File: src/rtl/rsa_pkg.sv
// ----------------------------------------------------------------------------
// rsa_pkg
// Beat types, operation codes and sequencer states of the running statistics
// accumulator.
// ----------------------------------------------------------------------------
package rsa_pkg;

	localparam logic OP_ADD    = 1'b0;
	localparam logic OP_REPORT = 1'b1;

	localparam int SUM_BITS = 64;

	typedef struct packed {
		logic               operation;
		logic signed [31:0] sample;
	} req_t;

	typedef struct packed {
		logic signed [31:0] smallest;
		logic signed [31:0] largest;
		logic signed [31:0] average;
		logic        [31:0] positives;
		logic        [31:0] negatives;
		logic signed [63:0] odd_total;
		logic signed [63:0] even_total;
		logic               ends_match;
		logic        [31:0] total_seen;
		logic               is_empty;
		logic               saturated;
	} rpt_t;

	typedef enum logic {
		ST_IDLE,
		ST_DIVIDE
	} ctrl_state_t;

	typedef enum logic [2:0] {
		DV_IDLE,
		DV_LOAD,
		DV_STEP,
		DV_SIGN,
		DV_DONE
	} div_state_t;

endpackage

File: src/rtl/rsa_stats.sv
// ----------------------------------------------------------------------------
// rsa_stats
// Statistic registers: min, max, first sample, sign counts, odd and even sums,
// sample count, match and drop flags.
// ----------------------------------------------------------------------------
module rsa_stats import rsa_pkg::*; #(
	parameter int SAMPLE_BITS = 32,
	parameter int COUNT_BITS  = 32
) (
	input  logic                          clk,
	input  logic                          arst_n,
	input  logic                          upd,
	input  logic signed [SAMPLE_BITS-1:0] sample,
	output rpt_t                          summary,
	output logic signed [SUM_BITS-1:0]    total,
	output logic        [COUNT_BITS-1:0]  count
);

	logic signed [SAMPLE_BITS-1:0] min_q;
	logic signed [SAMPLE_BITS-1:0] max_q;
	logic signed [SAMPLE_BITS-1:0] first_q;
	logic signed [SUM_BITS-1:0]    odd_q;
	logic signed [SUM_BITS-1:0]    even_q;
	logic        [COUNT_BITS-1:0]  cnt_q;
	logic        [COUNT_BITS-1:0]  pos_q;
	logic        [COUNT_BITS-1:0]  neg_q;
	logic                          match_q;
	logic                          drop_q;
	logic                          full;
	logic                          empty;

	assign full  = &cnt_q;
	assign empty = (cnt_q == '0);

	always_ff @(posedge clk or negedge arst_n) begin
		if (!arst_n) begin
			min_q   <= '0;
			max_q   <= '0;
			first_q <= '0;
			odd_q   <= '0;
			even_q  <= '0;
			cnt_q   <= '0;
			pos_q   <= '0;
			neg_q   <= '0;
			match_q <= 1'b0;
			drop_q  <= 1'b0;
		end else if (upd) begin
			if (full) begin
				drop_q <= 1'b1;
			end else begin
				if (empty) begin
					min_q   <= sample;
					max_q   <= sample;
					first_q <= sample;
					match_q <= 1'b1;
				end else begin
					if (sample > max_q) begin
						max_q <= sample;
					end
					if (sample < min_q) begin
						min_q <= sample;
					end
					match_q <= (sample == first_q);
				end
				if (sample[SAMPLE_BITS-1]) begin
					neg_q <= neg_q + COUNT_BITS'(1);
				end else if (sample != '0) begin
					pos_q <= pos_q + COUNT_BITS'(1);
				end
				if (sample[0]) begin
					odd_q <= odd_q + SUM_BITS'(sample);
				end else begin
					even_q <= even_q + SUM_BITS'(sample);
				end
				cnt_q <= cnt_q + COUNT_BITS'(1);
			end
		end
	end

	always_comb begin
		summary.smallest   = empty ? '0 : 32'(min_q);
		summary.largest    = empty ? '0 : 32'(max_q);
		summary.average    = '0;
		summary.positives  = 32'(pos_q);
		summary.negatives  = 32'(neg_q);
		summary.odd_total  = odd_q;
		summary.even_total = even_q;
		summary.ends_match = !empty && match_q;
		summary.total_seen = 32'(cnt_q);
		summary.is_empty   = empty;
		summary.saturated  = drop_q;
	end

	assign total = odd_q + even_q;
	assign count = cnt_q;

endmodule

File: src/rtl/rsa_div.sv
// ----------------------------------------------------------------------------
// rsa_div
// Restoring divider, one quotient bit per cycle, signed dividend over an
// unsigned count, quotient truncated toward zero.
// ----------------------------------------------------------------------------
module rsa_div import rsa_pkg::*; #(
	parameter int SAMPLE_BITS = 32,
	parameter int COUNT_BITS  = 32
) (
	input  logic                       clk,
	input  logic                       arst_n,
	input  logic                       start,
	input  logic signed [SUM_BITS-1:0] dividend,
	input  logic [COUNT_BITS-1:0]      divisor,
	output logic                       done,
	output logic signed [SUM_BITS-1:0] quotient
);

	localparam int DW = SAMPLE_BITS + COUNT_BITS;
	localparam int SW = $clog2(DW);
	localparam logic [SW-1:0] STEP_TOP = SW'(DW - 1);

	div_state_t                 state_q;
	div_state_t                 state_d;
	logic                       neg_q;
	logic signed [SUM_BITS-1:0] tot_q;
	logic [COUNT_BITS-1:0]      dvs_q;
	logic [DW-1:0]              num_q;
	logic [COUNT_BITS-1:0]      rem_q;
	logic [SW-1:0]              step_q;
	logic signed [SUM_BITS-1:0] quot_q;
	logic [COUNT_BITS:0]        trial;
	logic [COUNT_BITS:0]        diff;
	logic                       ge;

	assign trial = {rem_q, num_q[DW-1]};
	assign diff  = trial - {1'b0, dvs_q};
	assign ge    = (trial >= {1'b0, dvs_q});

	always_ff @(posedge clk or negedge arst_n) begin
		if (!arst_n) begin
			state_q <= DV_IDLE;
		end else begin
			state_q <= state_d;
		end
	end

	always_comb begin
		state_d = state_q;
		case (state_q)
			DV_IDLE, DV_DONE: begin
				if (start) begin
					state_d = DV_LOAD;
				end
			end
			DV_LOAD: begin
				state_d = DV_STEP;
			end
			DV_STEP: begin
				if (step_q == '0) begin
					state_d = DV_SIGN;
				end
			end
			DV_SIGN: begin
				state_d = DV_DONE;
			end
			default: begin
				state_d = DV_IDLE;
			end
		endcase
	end

	always_ff @(posedge clk) begin
		case (state_q)
			DV_IDLE, DV_DONE: begin
				if (start) begin
					neg_q <= dividend[SUM_BITS-1];
					tot_q <= dividend;
					dvs_q <= divisor;
				end
			end
			DV_LOAD: begin
				num_q  <= DW'(neg_q ? -tot_q : tot_q);
				rem_q  <= '0;
				step_q <= STEP_TOP;
			end
			DV_STEP: begin
				rem_q  <= ge ? diff[COUNT_BITS-1:0] : trial[COUNT_BITS-1:0];
				num_q  <= {num_q[DW-2:0], ge};
				step_q <= step_q - SW'(1);
			end
			DV_SIGN: begin
				quot_q <= neg_q ? -SUM_BITS'(num_q) : SUM_BITS'(num_q);
			end
			default: begin
			end
		endcase
	end

	assign done     = (state_q == DV_DONE);
	assign quotient = quot_q;

endmodule

File: src/rtl/running_statistics_accumulator.sv
// ----------------------------------------------------------------------------
// running_statistics_accumulator
// Running min, max, sign counts, odd/even sums and mean of signed samples,
// reported on request.
// ----------------------------------------------------------------------------
//   channel  dir  payload  beat
//   req      in   req_t    add a sample or request a report
//   rpt      out  rpt_t    one statistics report per request
//
// A sample beat does not stall the request channel; a new beat is taken in the next cycle.
// A report beat is formed by the restoring divider, which loads, forms one quotient
// bit per cycle, applies the sign and signals done; req_ready stays low until
// the report is in the output register.
// Reset clears every statistic; the first sample seeds min, max and first.
// A report held by rpt_ready does not block sample beats; a following report
// waits for the output register before it is loaded.
// ----------------------------------------------------------------------------
module running_statistics_accumulator import rsa_pkg::*; #(
	parameter int SAMPLE_BITS = 32,
	parameter int COUNT_BITS  = 32
) (
	input  logic clk,
	input  logic arst_n,
	input  logic req_valid,
	output logic req_ready,
	input  req_t req,
	output logic rpt_valid,
	input  logic rpt_ready,
	output rpt_t rpt
);

	ctrl_state_t                state_q;
	ctrl_state_t                state_d;
	logic                       upd;
	logic                       div_start;
	logic                       div_done;
	logic                       load_out;
	rpt_t                       summary;
	logic signed [SUM_BITS-1:0] total;
	logic [COUNT_BITS-1:0]      count;
	logic signed [SUM_BITS-1:0] quot;
	rpt_t                       rpt_d;
	rpt_t                       rpt_q;
	logic                       rpt_valid_q;

	assign upd = req_valid && req_ready && (req.operation == OP_ADD);

	rsa_stats #(
		.SAMPLE_BITS(SAMPLE_BITS),
		.COUNT_BITS (COUNT_BITS)
	) u_stats (
		.clk    (clk),
		.arst_n (arst_n),
		.upd    (upd),
		.sample (req.sample[SAMPLE_BITS-1:0]),
		.summary(summary),
		.total  (total),
		.count  (count)
	);

	rsa_div #(
		.SAMPLE_BITS(SAMPLE_BITS),
		.COUNT_BITS (COUNT_BITS)
	) u_div (
		.clk     (clk),
		.arst_n  (arst_n),
		.start   (div_start),
		.dividend(total),
		.divisor (count),
		.done    (div_done),
		.quotient(quot)
	);

	always_ff @(posedge clk or negedge arst_n) begin
		if (!arst_n) begin
			state_q <= ST_IDLE;
		end else begin
			state_q <= state_d;
		end
	end

	always_comb begin
		state_d   = state_q;
		req_ready = 1'b0;
		div_start = 1'b0;
		load_out  = 1'b0;
		case (state_q)
			ST_IDLE: begin
				req_ready = 1'b1;
				if (req_valid && (req.operation == OP_REPORT)) begin
					div_start = 1'b1;
					state_d   = ST_DIVIDE;
				end
			end
			ST_DIVIDE: begin
				if (div_done && (!rpt_valid_q || rpt_ready)) begin
					load_out = 1'b1;
					state_d  = ST_IDLE;
				end
			end
			default: begin
				state_d = ST_IDLE;
			end
		endcase
	end

	always_comb begin
		rpt_d         = summary;
		rpt_d.average = summary.is_empty ? '0 : quot[31:0];
	end

	always_ff @(posedge clk or negedge arst_n) begin
		if (!arst_n) begin
			rpt_valid_q <= 1'b0;
		end else if (load_out) begin
			rpt_valid_q <= 1'b1;
		end else if (rpt_ready) begin
			rpt_valid_q <= 1'b0;
		end
	end

	always_ff @(posedge clk) begin
		if (load_out) begin
			rpt_q <= rpt_d;
		end
	end

	assign rpt_valid = rpt_valid_q;
	assign rpt       = rpt_q;

endmodule

File: config.mk
export PLATFORM = sky130hd
export DESIGN_NAME = running_statistics_accumulator
export DESIGN_NICKNAME = d
export VERILOG_FILES = /design/src/rtl/rsa_pkg.sv /design/src/rtl/rsa_stats.sv /design/src/rtl/rsa_div.sv /design/src/rtl/running_statistics_accumulator.sv
export SDC_FILE = /design/constraint.sdc
export NUM_CORES = 2
export LEC_CHECK = 0
export BUFFER_PORTS_ARGS = -buffer_cell sky130_fd_sc_hd__buf_4
export CAP_MARGIN = 30
export CELL_PAD_IN_SITES_DETAIL_PLACEMENT = 0
export CELL_PAD_IN_SITES_GLOBAL_PLACEMENT = 1
export CORE_ASPECT_RATIO = 0.75
export CORE_MARGIN = 4
export CORE_UTILIZATION = 53
export DETAILED_ROUTE_END_ITERATION = 12
export PLACE_DENSITY = 0.91
export SKIP_CTS_REPAIR_TIMING = 1
export SLEW_MARGIN = 40
export SYNTH_ARGS = -nofsm -noshare
export SYNTH_HDL_FRONTEND = slang
export SYNTH_HIERARCHICAL = 1
export SYNTH_SLANG_ARGS = --single-unit
File: constraint.sdc
create_clock -name clk -period 26.8 [get_ports clk]
set_clock_uncertainty 0.05 [all_clocks]
set_input_delay 2.68 -clock clk [delete_from_list [all_inputs] [get_ports clk]]
set_output_delay 2.68 -clock clk [all_outputs]
set_load 0.05 [all_outputs]
# After elaboration in Yosys (flattened, before gate mapping)
# Index checks and enable logic that the tools add are counted.
dict set report classes {
  muxes 23
  n_addsub 10
  n_reduce_logical 29
  bitwise_logic 5
  magnitude_cmp 3
  eq_ne 7
}
# op n
set op_table {}
lappend op_table {{32-bit two-way mux} 6}
lappend op_table {{64-bit by 32-bit adder with 64-bit output} 2}
lappend op_table {{64-bit case mux with 2 select lines} 1}
lappend op_table {{32-bit by 1-bit adder with 32-bit output, second input constant} 3}
lappend op_table {{64-bit adder} 1}
lappend op_table {{64-bit two-way mux} 1}
lappend op_table {{64-bit negation} 1}
lappend op_table {{32-bit case mux with 2 select lines} 1}
lappend op_table {{33-bit by 32-bit greater-or-equal comparator with 1-bit output} 1}
lappend op_table {{33-bit AND reduction} 1}
lappend op_table {{32-bit == test} 1}
lappend op_table {{32-bit > comparator} 1}
lappend op_table {{32-bit logical NOT} 1}
lappend op_table {{32-bit < comparator} 1}
lappend op_table {{32-bit negation} 1}
lappend op_table {{32-bit AND reduction} 1}
lappend op_table {{32-bit nonzero test} 1}
lappend op_table {{32-bit subtractor} 1}
lappend op_table {{3-bit AND reduction} 6}
lappend op_table {{3-bit case mux with 4 select lines} 1}
lappend op_table {{6-bit case mux with 2 select lines} 1}
lappend op_table {{1-bit two-way mux} 9}
lappend op_table {{2-bit nonzero test} 4}
lappend op_table {{3-bit by 2-bit == test with 1-bit output, second input constant} 2}
lappend op_table {{16 further kinds} 28}
dict set report word_totals {
  output_inout_bits 325
  word_cells 108
  register_bits 881
  in_bits 37
}

# Logic depth before layout (Yosys ltp)
dict set report depth {
  ltp_word 6
  mapped_depth 14
}

# Cells and area by module
# Netlist, hierarchy kept.
# module seq_area_each_um2 area_each_um2 cells_each instances
set modules_own_cells {}
lappend modules_own_cells {rsa_stats 8057.7 26689.3 3089 1}
lappend modules_own_cells {rsa_div 7942.6 13709.4 1182 1}
lappend modules_own_cells {running_statistics_accumulator 9749.4 10020.9 369 1}

# Worst setup path before layout
# Ideal clock, no wire load.
dict set report synth_timing {
  kind {input-to-reg}
  from {input rpt_ready}
  to {register rpt_q, in the netlist rpt[0], enable pin}
  path_stages 2
  t_required_ns 25.700
  arrival_time_ns 16.911
  n_path_buf 0
  setup_slack_ns 8.789
  setup_ns 1.050
  path_cell_list {nand2b_1 -> nor2b_1}
}
dict set report synth_via {
  elab_chain_len 4
}
# item line
set synth_rtl {}
lappend synth_rtl {{start, declared} running_statistics_accumulator.sv:28} ;# input logic rpt_ready,
lappend synth_rtl {{1-bit logical OR} running_statistics_accumulator.sv:96} ;# if (div_done && (!rpt_valid_q || rpt_ready)) begin
lappend synth_rtl {{1-bit logical AND} running_statistics_accumulator.sv:96}
lappend synth_rtl {{1-bit two-way mux} running_statistics_accumulator.sv:96}
lappend synth_rtl {{1-bit two-way mux} running_statistics_accumulator.sv:87} ;# case (state_q)
lappend synth_rtl {{net load_out} running_statistics_accumulator.sv:37} ;# logic load_out;
lappend synth_rtl {{end signal, assigned} running_statistics_accumulator.sv:124} ;# rpt_q <= rpt_d;
lappend synth_rtl {{end, declared} running_statistics_accumulator.sv:43} ;# rpt_t rpt_q;
# The timed path passes the listed nets, and every way through them passes these cells.
# A chain may end at the register's enable or synchronous reset.

# Worst setup path in the final report
dict set report layout_timing {
  from {input req[31] in the netlist's numbering}
  to {register u_stats.min_q[28]}
}
dict set report layout_via {
  elab_chain_len 3
}
# item line
set layout_rtl {}
lappend layout_rtl {{start, declared} running_statistics_accumulator.sv:26} ;# input req_t req,
lappend layout_rtl {{32-bit < comparator} rsa_stats.sv:60} ;# if (sample < min_q) begin
lappend layout_rtl {{2-bit nonzero test (no source line)} --}
lappend layout_rtl {{3-bit AND reduction (no source line)} --}
lappend layout_rtl {{end signal, assigned} rsa_stats.sv:52} ;# min_q <= sample;
lappend layout_rtl {{end signal, assigned} rsa_stats.sv:61} ;# min_q <= sample;
lappend layout_rtl {{end, declared} rsa_stats.sv:19} ;# logic signed [SAMPLE_BITS-1:0] min_q;
# No other way between the ends.

==> results.toml <==
[clocking]
clkLatencyLatePin_ps = 670
numCtsBuffers = 87
cts_tree = "done"
cts_num_sinks = 880
cts_root_buf = "clkbuf_16"
clockBufferDepth = 3
clk_pin_slew_ps = 60
cts_max_level = 3

[logic_synthesis]
yosys_warnings = 6
syn_area_per_cell_um2 = 10.8
syn_area_um2 = 48500
syn_inst = 4483
syn_nets = 4816

[placement]
detailed_place_hpwl_um = 98300
gp_congestion = 0.959
dp_cells = 5881
place_worst_setup_slack_ps = 20120
portBuffers = 361
placed_area_um2 = 52200

[pwr]
ir_worst_vdd_v = 0.0000444
power.leakage_nw = 23.6
finalPower_mw = 3.49
powerDensity_nw_per_um2 = 63.3

[worst_setup_path]
cp-end-kind = "register"
start_kind = "input pin"
reg2reg_depth = 12
worstSetupPathType = "input pin to register"
r2r-start = "u_stats/count[0]"
reg2reg_slack_ps = 22230
rr_endpoint = "u_stats/min_q[28]"
required_ps = 27300
arrival_ps = 6640
critPathMaxFanout = 52

[grt]
grt.overflow.total = 0
antenna_found_initial = 6
grt_pass1_wl_um = 202000
grt_pass1_vias = 33400
grtUsageTotal = 0.269
grt_max_degree = 107

[floorplanning]
fp.coreArea_um2 = 90200
ios = 362
rows = 95
die_w_um = 357
start_util = 0.538
die_area_um2 = 96500
die_h_um = 270

[drt]
antenna_left = 0
wire_per_inst_um = 21.9
drc = 0
dr.pass1.iters = 6
drt-initial-drc-count = 3847
wl_um = 132000
vias_per_cell = 5.99
route.vias.total = 36200

[final_layout]
nNetsFinal = 5092
layout-drive-gt1-share = 0.144
stdcell_area_um2 = 55100
final_util = 0.611
stdcell_count = 6046
area_growth_pct = 13.7

[flow_run]
maxCapViolCount = 0

[sta]
finalMaxSlewViolations = 0
fmax_mhz = 163
tns_ps = 0
setup_viol_count_final = 0
setup_ws_ps = 20660
maxSlewHeadroom = 0.396
min_period_ps = 6140
rsz0062_at_grt = "false"
finalCritPeriodShare = 0.229
hold_viol = 0
tightest_slew_ps = 898
holdWs_ps = 420

[min_path]
min_from = "u_stats/drop_q"
min_path_cells = 0
hold_path_end = "rpt[0]"
hold_class = "register to register"

[outcome]
status = "finished clean"
==> worst max-delay path by stage <==
stage,from,endpoint,slack (ps),depth (start not counted)
after floorplan,rpt_ready,rpt[0],8790,2
after global placement,rpt_ready,rpt[120],20300,6
after detailed placement,req[31],u_stats/min_q[28],20120,11
after CTS,req[31],u_stats/min_q[28],20710,11
after global routing,req[31],u_stats/min_q[28],20480,11
final,req[31],u_stats/min_q[28],20660,11
==> cells in the final DEF (no fill, tap or decap), types with 19 or more instances in the layout <==
cell	n
mux2_4	30
xnor2_1	248
a31oi_1	30
edfxtp_1	553
a21o_1	168
buf_4	378
clkbuf_1	19
nand3_1	89
nand2_1	468
or4_1	21
nand2b_1	21
a211oi_1	23
and2_1	21
nor2_1	285
o21a_1	30
o41ai_1	20
o21ai_0	311
nor2b_1	60
ha_1	292
xor2_1	170
nor3_1	50
o21bai_1	39
a21oi_1	285
clkbuf_16	88
o31ai_1	45
mux2_2	71
o21ai_1	30
nand4_1	104
dfrtp_1	327
nor4_1	27
and3_1	53
mux2i_1	26
inv_1	153
==> cell type report <==
class	count	area [um^2]
Antenna cell	1	2.50
Multi-Input combinational cell	3244	22200
Tap cell	1212	1520
Inverter	153	574
Timing Repair Buffer	393	3090
Sequential cell	880	24800
Fill cell	7258	35100
Clock buffer	115	2380
Clock inverter	48	541
==> worst max-delay path, cell delays in order <==
cell,delay (ps)
buf_4,490
buf_4,580
ha_1,310
nand4_1,140
nor4_1,410
o21ai_0,250
o211ai_1,200
nor2_1,130
a21oi_4,530
buf_4,460
mux2_2,390
==> flip-flops by register name (all words and copies together), names as in the netlist, 63 cells and up <==
signal,flops
rpt,323
u_stats/odd_q,64
u_div/tot_q,63
u_stats/even_q,64
u_div/num_q,64
==> layer usage <==
| metal | global-route usage | vias to the layer above | share of wire |
|---|---|---|---|
| met1 | 0.437 | 17600 | 0.48 |
| met5 | 0 | - | 0 |
| met4 | 0.0734 | 0 | 0.029 |
| met3 | 0.0473 | 199 | 0.084 |
| li1 | - | 17000 | - |
| met2 | 0.364 | 1484 | 0.40 |
==> report_power, final <==
group | internal [mW] | switching [mW]
clock | 0.704 | 0.542
combinational | 0.256 | 0.397
sequential | 1.51 | 0.0863
No activity file was read; power rests on OpenSTA's default activity.
